$ cat src/rtl/pxc_pkg.sv
// ----------------------------------------------------------------------------
// pxc_pkg - shared definitions for the src-over pixel compositor
// Pixel layout, register indexes, mode codes and channel blend arithmetic.
// ----------------------------------------------------------------------------
package pxc_pkg;

   localparam int unsigned PixelW   = 32;
   localparam int unsigned ChanW    = 8;
   localparam int unsigned ModeW    = 2;
   localparam int unsigned CsrIdxW  = 1;
   localparam int unsigned CsrDataW = 32;
   localparam int unsigned ReqDataW = 2 * PixelW;

   localparam logic [ChanW-1:0] ChanMax   = 8'hff;
   localparam logic [15:0]      RoundBias = 16'd127;

   typedef logic [PixelW-1:0] pixel_type;
   typedef logic [ChanW-1:0]  chan_type;

   // pixel operation codes; code 3 is unassigned and acts as copy
   typedef enum logic [ModeW-1:0] {
      MODE_COPY  = 2'd0,
      MODE_FILL  = 2'd1,
      MODE_BLEND = 2'd2
   } pxc_mode_type;

   typedef enum logic [CsrIdxW-1:0] {
      CSR_PIXEL_MODE = 1'b0,
      CSR_FILL_COLOR = 1'b1
   } pxc_csr_type;

   // exact floor(x / 255) for x below 65280, where the quotient fits a channel:
   // t = x + 1, q = (t + t/256) / 256
   function automatic chan_type div255(input logic [15:0] x);
      logic [16:0] t;
      logic [16:0] s;
      t = {1'b0, x} + 17'd1;
      s = t + {8'd0, t[16:8]};
      return s[15:8];
   endfunction

   // (s*a + d*(255-a) + 127) / 255, at most 65152 before the divide
   function automatic chan_type mix_channel(input chan_type s, input chan_type d,
                                            input chan_type a);
      logic [15:0] fs;
      logic [15:0] bs;
      fs = {8'd0, s} * {8'd0, a};
      bs = {8'd0, d} * {8'd0, ChanMax - a};
      return div255(fs + bs + RoundBias);
   endfunction

endpackage

$ cat src/rtl/pixel_compositor_src_over.sv
// ----------------------------------------------------------------------------
// pixel_compositor_src_over - streaming RGBA8888 compositor
// Copy, constant fill or non-premultiplied src-over on a pixel stream.
// ----------------------------------------------------------------------------
// The block takes one foreground/background pixel pair per transfer and
// returns one destination pixel per transfer, in order, with tlast carried
// along. It sustains one pixel per clock: the input register and the result
// register advance together whenever the output is empty or being drained.
// A pixel taken into the input register stays there until the output can
// move; it is then loaded into the result register, which offers it on
// the output port until taken. The input stalls only when both
// registers hold pixels and the output is stalled. The multiply/add/
// divide-by-255 path per channel between the two registers sets the clock
// period, not the rate. Mode and fill color are written over the csr port
// and must only change while no pixel is in flight. Pixel byte order: byte0
// red, byte1 green, byte2 blue, byte3 alpha. Mode 3 behaves as copy.
// ----------------------------------------------------------------------------
module pixel_compositor_src_over (
   input  logic                          clock,
   input  logic                          reset,
   // config write port
   input  logic                          csr_wen,
   input  logic [pxc_pkg::CsrIdxW-1:0]   csr_index,
   input  logic [pxc_pkg::CsrDataW-1:0]  csr_wdata,
   // pixel pair in
   input  logic                          req_tvalid,
   output logic                          req_tready,
   input  logic [pxc_pkg::ReqDataW-1:0]  req_tdata,   // [31:0] fore_pixel, [63:32] back_pixel
   input  logic                          req_tlast,   // in_last
   // pixel out
   output logic                          rsp_tvalid,
   input  logic                          rsp_tready,
   output logic [pxc_pkg::PixelW-1:0]    rsp_tdata,   // [31:0] out_pixel
   output logic                          rsp_tlast    // out_last
);
   import pxc_pkg::*;

   // config registers
   logic [ModeW-1:0] mode_ff;
   logic [ModeW-1:0] mode_in;
   pixel_type        fill_ff;
   pixel_type        fill_in;

   // input stage
   logic      in_valid_ff;
   logic      in_valid_in;
   pixel_type fore_ff;
   pixel_type back_ff;
   logic      last_ff;

   // result stage
   logic      out_valid_ff;
   logic      out_valid_in;
   pixel_type out_px_ff;
   pixel_type out_px_in;
   logic      out_last_ff;

   logic      advance;
   logic      req_xfer;

   // ---- config writes -------------------------------------------------------
   always_comb begin
      mode_in = mode_ff;
      fill_in = fill_ff;
      if (csr_wen) begin
         case (csr_index)
            CSR_PIXEL_MODE: mode_in = csr_wdata[ModeW-1:0];
            CSR_FILL_COLOR: fill_in = csr_wdata[PixelW-1:0];
            default: ;
         endcase
      end
   end

   always_ff @(posedge clock) begin
      if (reset) begin
         mode_ff <= MODE_COPY;
         fill_ff <= '0;
      end else begin
         mode_ff <= mode_in;
         fill_ff <= fill_in;
      end
   end

   // ---- pipeline control ----------------------------------------------------
   // result register moves when empty or being drained; input register
   // accepts whenever it is empty or its pixel moves on this cycle
   assign advance    = !out_valid_ff || rsp_tready;
   assign req_tready = !in_valid_ff || advance;
   assign req_xfer   = req_tvalid && req_tready;

   always_comb begin
      in_valid_in  = in_valid_ff;
      out_valid_in = out_valid_ff;
      if (advance) begin
         out_valid_in = in_valid_ff;
      end
      if (req_tready) begin
         in_valid_in = req_tvalid;
      end
   end

   always_ff @(posedge clock) begin
      if (reset) begin
         in_valid_ff  <= 1'b0;
         out_valid_ff <= 1'b0;
      end else begin
         in_valid_ff  <= in_valid_in;
         out_valid_ff <= out_valid_in;
      end
   end

   // ---- input register ------------------------------------------------------
   always_ff @(posedge clock) begin
      if (req_xfer) begin
         fore_ff <= req_tdata[PixelW-1:0];
         back_ff <= req_tdata[ReqDataW-1:PixelW];
         last_ff <= req_tlast;
      end
   end

   // ---- pixel operation -----------------------------------------------------
   pxc_pixel_op u_op (
      .mode       (mode_ff),
      .fill_color (fill_ff),
      .fore_pixel (fore_ff),
      .back_pixel (back_ff),
      .out_pixel  (out_px_in)
   );

   // ---- result register -----------------------------------------------------
   always_ff @(posedge clock) begin
      if (advance && in_valid_ff) begin
         out_px_ff   <= out_px_in;
         out_last_ff <= last_ff;
      end
   end

   assign rsp_tvalid = out_valid_ff;
   assign rsp_tdata  = out_px_ff;
   assign rsp_tlast  = out_last_ff;

endmodule

$ cat src/rtl/pxc_pixel_op.sv
// ----------------------------------------------------------------------------
// pxc_pixel_op - per-pixel operation
// Combinational copy, red/blue swapped fill, or src-over blend of one pixel.
// ----------------------------------------------------------------------------
module pxc_pixel_op (
   input  logic [pxc_pkg::ModeW-1:0] mode,
   input  pxc_pkg::pixel_type        fill_color,
   input  pxc_pkg::pixel_type        fore_pixel,
   input  pxc_pkg::pixel_type        back_pixel,
   output pxc_pkg::pixel_type        out_pixel
);
   import pxc_pkg::*;

   chan_type    fa;
   chan_type    ba;
   chan_type    mix_r;
   chan_type    mix_g;
   chan_type    mix_b;
   chan_type    add_a;
   chan_type    sum_a;
   pixel_type   fill_swapped;
   pixel_type   blend_px;

   assign fa = fore_pixel[31:24];
   assign ba = back_pixel[31:24];

   assign mix_r = mix_channel(fore_pixel[7:0],   back_pixel[7:0],   fa);
   assign mix_g = mix_channel(fore_pixel[15:8],  back_pixel[15:8],  fa);
   assign mix_b = mix_channel(fore_pixel[23:16], back_pixel[23:16], fa);

   // back alpha scaled by the uncovered share; the sum never passes 255
   assign add_a = mix_channel(8'd0, ba, fa);
   assign sum_a = fa + add_a;

   assign blend_px     = {sum_a, mix_b, mix_g, mix_r};
   assign fill_swapped = {fill_color[31:24], fill_color[7:0],
                          fill_color[15:8], fill_color[23:16]};

   always_comb begin
      case (mode)
         MODE_FILL:  out_pixel = fill_swapped;
         MODE_BLEND: out_pixel = blend_px;
         default:    out_pixel = back_pixel;
      endcase
   end

endmodule

$ cat config.mk
export PLATFORM = sky130hd
export DESIGN_NAME = pixel_compositor_src_over
export DESIGN_NICKNAME = d
export VERILOG_FILES = /design/src/rtl/pxc_pkg.sv /design/src/rtl/pixel_compositor_src_over.sv /design/src/rtl/pxc_pixel_op.sv
export SDC_FILE = /design/constraint.sdc
export NUM_CORES = 1
export LEC_CHECK = 0
export BUFFER_PORTS_ARGS = -buffer_cell sky130_fd_sc_hd__buf_2
export CORE_MARGIN = 3
export CORE_UTILIZATION = 29
export DETAILED_ROUTE_END_ITERATION = 10
export SLEW_MARGIN = 40
export SYNTH_ARGS = -nofsm -noshare
export SYNTH_HDL_FRONTEND = slang
export SYNTH_SLANG_ARGS = --single-unit
export TNS_END_PERCENT = 5
$ cat constraint.sdc
create_clock -name clock -period 24.1 [get_ports clock]
set_input_delay 3.615 -clock clock [delete_from_list [all_inputs] [get_ports clock]]
set_output_delay 3.615 -clock clock [all_outputs]
set_load 0.005 [all_outputs]
Word level (Yosys, flattened, before mapping)
Index checks and enable logic that the tools add are counted.
{"block": "word_totals", "reg_bits": 134, "output_inout_bits": 35, "in_bits": 103, "wordCells": 45}
{"block": "op_classes", "bitwise": 1, "mul": 7, "n_reduce_logical": 8, "n_addsub": 17, "n_eq_ne": 2, "muxes": 1}
{"cell": "$mul A8 B8 Y16", "n": 7}
{"cell": "$add A16 B1 Y17 const B", "n": 4}
{"cell": "$add A16 B7 Y16 const B", "n": 4}
{"cell": "$add A16 B9 Y16", "n": 4}
{"cell": "$pmux W32 S2", "n": 1}
{"cell": "$add A16 B16 Y16", "n": 3}
{"cell": "$add A8 B8 Y8", "n": 1}
{"cell": "$sub A8 B8 Y8 const A", "n": 1}
{"cell": "$reduce_and A2 Y1", "n": 2}
{"cell": "$eq A2 B1 Y1 const B", "n": 1}
{"cell": "$eq A2 B2 Y1 const B", "n": 1}
{"cell": "$logic_and A1 B1 Y1", "n": 2}
{"cell": "$logic_not A1 Y1", "n": 2}
{"cell": "$logic_or A1 B1 Y1", "n": 2}
{"cell": "$not A1 Y1", "n": 1}

Depth between registers and ports, before layout
{"block": "logic_depth", "ltp_word": 7, "depth_mapped": 40, "mapped_depth_nobuf": 37}

By module
Synthesis repeated with hierarchy kept, for this count alone.
{"block": "hier_totals", "hier_cells": 2498, "hier_area_um2": 23692.7}
{"mod": "pxc_pixel_op", "seq_area_each_um2": 0.0, "cells_each": 2236, "area_per_inst_um2": 19034.5, "n_inst": 1}
{"mod": "pixel_compositor_src_over", "seq_area_each_um2": 3663.5, "cells_each": 262, "area_per_inst_um2": 4658.2, "n_inst": 1}

Least setup slack after synthesis
No wires, ideal clock.
{"block": "synth_path", "path_kind": "reg2reg", "start": "register fore_ff[25]", "end": "register out_px_ff[7] (netlist: rsp_tdata[7]) (data pin)", "t_required_ns": 23.825, "setup_time_ns": 0.275, "path_buffers": 2, "path_slack_ns": 15.701, "path_stages_with_launch": 32, "arrival_ns": 8.124, "period_less_slack_ns": 8.399, "cell_sequence": "edfxtp_1 clkbuf_1 inv_1 clkbuf_1 nand2_1 fa_1 inv_1 fa_1 fa_1 fa_1 inv_1 fa_1 fa_1 inv_1 ha_1 o21ai_1 a2111oi_0 a211oi_1 nor3_2 and3_1 nand3_1 or3b_2 xor2_1 ha_1 a21o_1 a21oi_1 nor2b_1 a311o_1 and4bb_1 nand3_1 xor2_1 o221ai_1"}
{"block": "synth_via", "elab_chain_cells": 7, "elab_cells_between_ends": 8, "cone_classes": "add/sub (5); mul (2); mux (1)"}
{"item": "start, declared", "line": "pixel_compositor_src_over.sv:47", "text": "pixel_type fore_ff;"}
{"item": "start signal, assigned", "line": "pixel_compositor_src_over.sv:115", "text": "fore_ff <= req_tdata[PixelW-1:0];"}
{"item": "$sub A8 B8 Y8", "line": "pxc_pkg.sv:48", "text": "bs = {8'd0, d} * {8'd0, ChanMax - a};"}
{"item": "$mul A8 B8 Y16", "line": "pxc_pkg.sv:48"}
{"item": "$add A16 B16 Y16 (*)", "line": "pxc_pkg.sv:49", "text": "return div255(fs + bs + RoundBias);"}
{"item": "$add A16 B7 Y16 (*)", "line": "pxc_pkg.sv:49"}
{"item": "$add A16 B1 Y17 (*)", "line": "pxc_pkg.sv:37", "text": "t = {1'b0, x} + 17'd1;"}
{"item": "$add A16 B9 Y16 (*)", "line": "pxc_pkg.sv:38", "text": "s = t + {8'd0, t[16:8]};"}
{"item": "$pmux W32 S2 (*)", "line": "pxc_pixel_op.sv:40", "text": "case (mode)"}
{"item": "named net out_px_in[7]", "line": "pixel_compositor_src_over.sv:55", "text": "pixel_type out_px_in;"}
{"item": "end signal, assigned", "line": "pixel_compositor_src_over.sv:133", "text": "out_px_ff <= out_px_in;"}
{"item": "end, declared", "line": "pixel_compositor_src_over.sv:54", "text": "pixel_type out_px_ff;"}
Mark *: on every way through the listed nets, which the timed path passes. The rest lies on a longest branch.
A chain may end at the register's enable or synchronous reset.

Worst setup path after layout
{"block": "layout_path", "start": "register fore_ff[26]", "end": "register out_px_ff[7] (netlist: rsp_tdata[7]) (data pin)"}
The elaborated chain is that of the path after synthesis.

==> summary.txt <==
Placed design
  – Gpl congestion: 0.849
  – Post-DP HPWL: between 40000 and 50000 um
  – I/O Buffers: between 100 and 150

Job
  – MaxCap Viol Count: 0

Synthesis
  – Seq cells post-synth: 134
  – Distinct cell type count after synthesis: between 90 and 100
  – Cell Area, Synth: approximately 23000 um^2
  – Area fraction of the dominant cell type after synthesis: 0.301
  – Post-synth ARST share: 0
  – Fraction of the yosys area taken by sequential cells: 0.157
  – Top-count cell post-synth: inv_1
  – Synth Flop Type: edfxtp_1
  – Syn Nets: 3233
  – Biggest area consumer among synthesized cells: fa_1
  – Syn_area_per_cell: 9.24 um^2
  – Post-synth top cells: 486 x inv_1, 352 x fa_1, 246 x nand2_1
  – Yosys warnings: 0
  – Post-synth EDFFs: between 90 and 100
  – Largest cells by area after synthesis: fa_1 30%, ha_1 13%, edfxtp_1 13%, inv_1 7.8%, nand2_1 3.9%
  – Mapped Cells: about 2500

Hold path
  – Worst hold path class: register to register
  – Hold path cells: 2

Clock network
  – CTS Buffer Depth: 2
  – CTS sink cnt: between 100 and 150
  – Clk_lat worst skew: about 0.50 ns
  – Clk root buf: clkbuf_16
  – Post_cts resized: 0
  – CTS tree: built
  – Num CTS Buffers: 17
  – CTS Hold Bufs: 0
  – Clk pin slew, worst setup/hold paths: 0.07 ns
  – CTS H-tree depth: 4
  – Post CTS Setup Buffer Count: 0

Critical path
  – Worst reg2reg path depth: 29
  – Setup crit end kind: register
  – Crit path largest cell delay: approximately 0.62 ns
  – Slowest cell on crit path: buf_4
  – Worst Path Required: roughly 24 ns
  – Critical Path Most Common Cell: fa_1
  – Crit-path max FO: 48
  – Worst Path Class, Setup: register to register
  – CP startpoint kind: register
  – Worst Path Arrival: about 9.6 ns

Detailed routing
  – Post-route ant nets: 0
  – Routed length per instance: between 15 and 20 um
  – Post-route DRC violation count: 0
  – DRT iter0 DRCs: ~1100
  – Detailed Route WL: 63600 um
  – Vias: 17500
  – Via/cell ratio: between 4 and 5
  – Pre-Repair DR Iteration Count: 5

Floorplan
  – Floorplan die area: between 80000 and 90000 um^2
  – Starting Density: 0.294
  – Chip Height: 290 um
  – # IOs: around 140
  – Num rows: approximately 100
  – Core area: between 70000 and 80000 um^2
  – Die Span X: 290 um

Timing
  – Worst-margin pin slew: ~0.86 ns
  – Setup_tns: 0 ns
  – Final min period: around 9.4 ns
  – Max_slew headroom: 0.429
  – RSZ-0062 raised after global routing: no
  – Fmax: around 0.11 GHz
  – Endpoints failing hold: 0
  – Final period util: 0.388
  – Final clock skew: about 0.018 ns
  – # setup viols final: 0
  – Slew Limit Fails: 0

Layout
  – Layout cell share with drive strength beyond 1: 0.0874
  – Synthesis-to-finish area growth: 10.6%
  – Fillers: between 8000 and 9000
  – Final Net Count: around 3300

GRT
  – Largest net degree at the start of global routing: 66
  – Initial antenna violation count: 4
  – Total grt overflow: 0
  – First-pass GRT wire length: 102000 um
  – GRT Util Overall: 0.155
  – Vias in the first global route: approximately 18000

Run status
  – Status: finished, final reports clean
-- flip-flops by register name (all words and copies together), names as in the netlist --
register and flops:
back_ff 32, in_valid_ff 1, fore_ff 32, mode_ff 2, fill_ff 32, last_ff 1, rsp_tvalid 1, rsp_tlast 1
rsp_tdata 32
-- layout by cell type (no fill, tap or decap), drive strengths merged, types with 11 or more instances in the layout --
cell	netlist	routed
and2	95	95
a21oi	98	98
and3	11	11
xnor2	77	77
fa	352	352
o211ai	13	13
edfxtp	98	98
nand3	24	24
ha	245	245
o21a	17	17
inv	487	496
nor4	13	13
nand2b	117	117
nor3	31	31
a21o	25	25
dfxtp	36	36
a221oi	14	14
nand4	17	17
buf	9	153
nand2	247	247
xor2	47	47
o21ai	47	47
nor2b	102	102
nor2	101	101
clkbuf	76	18
-- worst paths after layout --
path	slack (ns)	start	to
max	14.74	fore_ff[26]$_DFFE_PP_	rsp_tdata[7]$_DFFE_PP_
min	0.46	fill_ff[22]$_SDFFE_PP0P_	fill_ff[22]$_SDFFE_PP0P_
max reg2reg	14.74	fore_ff[26]$_DFFE_PP_	rsp_tdata[7]$_DFFE_PP_
min reg2reg	0.46	fill_ff[22]$_SDFFE_PP0P_	fill_ff[22]$_SDFFE_PP0P_
-- layer usage --
| layer | up-vias | share of wire | wire, um | global-route usage |
|---|---|---|---|---|
| met5 | - | 0 | 0 | 0 |
| met4 | 0 | 0.017 | 1070 | 0.0352 |
| met3 | 64 | 0.071 | 4500 | 0.0373 |
| met2 | 470 | 0.45 | 28500 | 0.242 |
| met1 | 8764 | 0.46 | 29500 | 0.217 |
| li1 | 8247 | - | - | - |
-- kinds of logic after synthesis --
logic type               share of synthesized area
buffers and inverters                       0.0919
AND/OR/NAND/NOR                              0.180
multiplexers                               0.00262
adder cells (fa/ha/maj)                      0.433
flip-flops                                   0.157
AO/OA/AOI/OAI                               0.0891
XOR/XNOR                                    0.0471
-- cell type report --
class,count,area (um^2),share of cell area
antenna,1,2.50,0.0000967
inverter,487,1830,0.0706
tap,1050,1310,0.0508
sequential,134,3660,0.142
multi-input combinational,1827,17600,0.680
clock buffer,18,450,0.0174
clock inverter,14,203,0.00783
timing repair buffer,153,812,0.0314
-- stage by stage --
stage,area (um^2),setup slack (ns),utilization,instances,hold WS (ns)
4_1_cts,25900,14.75,0.325,3683,0.460
2_1_floorplan,23400,15.70,-,2533,0.400
3_3_place_gp,25200,14.55,0.317,3651,0.444
5_1_grt,25900,14.19,0.325,3683,0.482
3_5_place_dp,25200,14.77,0.317,3651,0.447
6_report,25900,14.74,0.325,3684,0.456
-- critical path, delay by kind of cell (launching register included) --
kind / cells / cell delay (ns)
AO/OA/AOI/OAI: 7 / 1.79
XOR/XNOR: 3 / 0.63
adder cells (fa/ha/maj): 8 / 3.78
buffers and inverters: 5 / 0.82
flip-flops: 1 / 0.58
AND/OR/NAND/NOR: 6 / 1.39
Power is left out: the tool's default activity adds up to more than one toggle a clock period on the data nets, which glitch-free logic cannot reach.
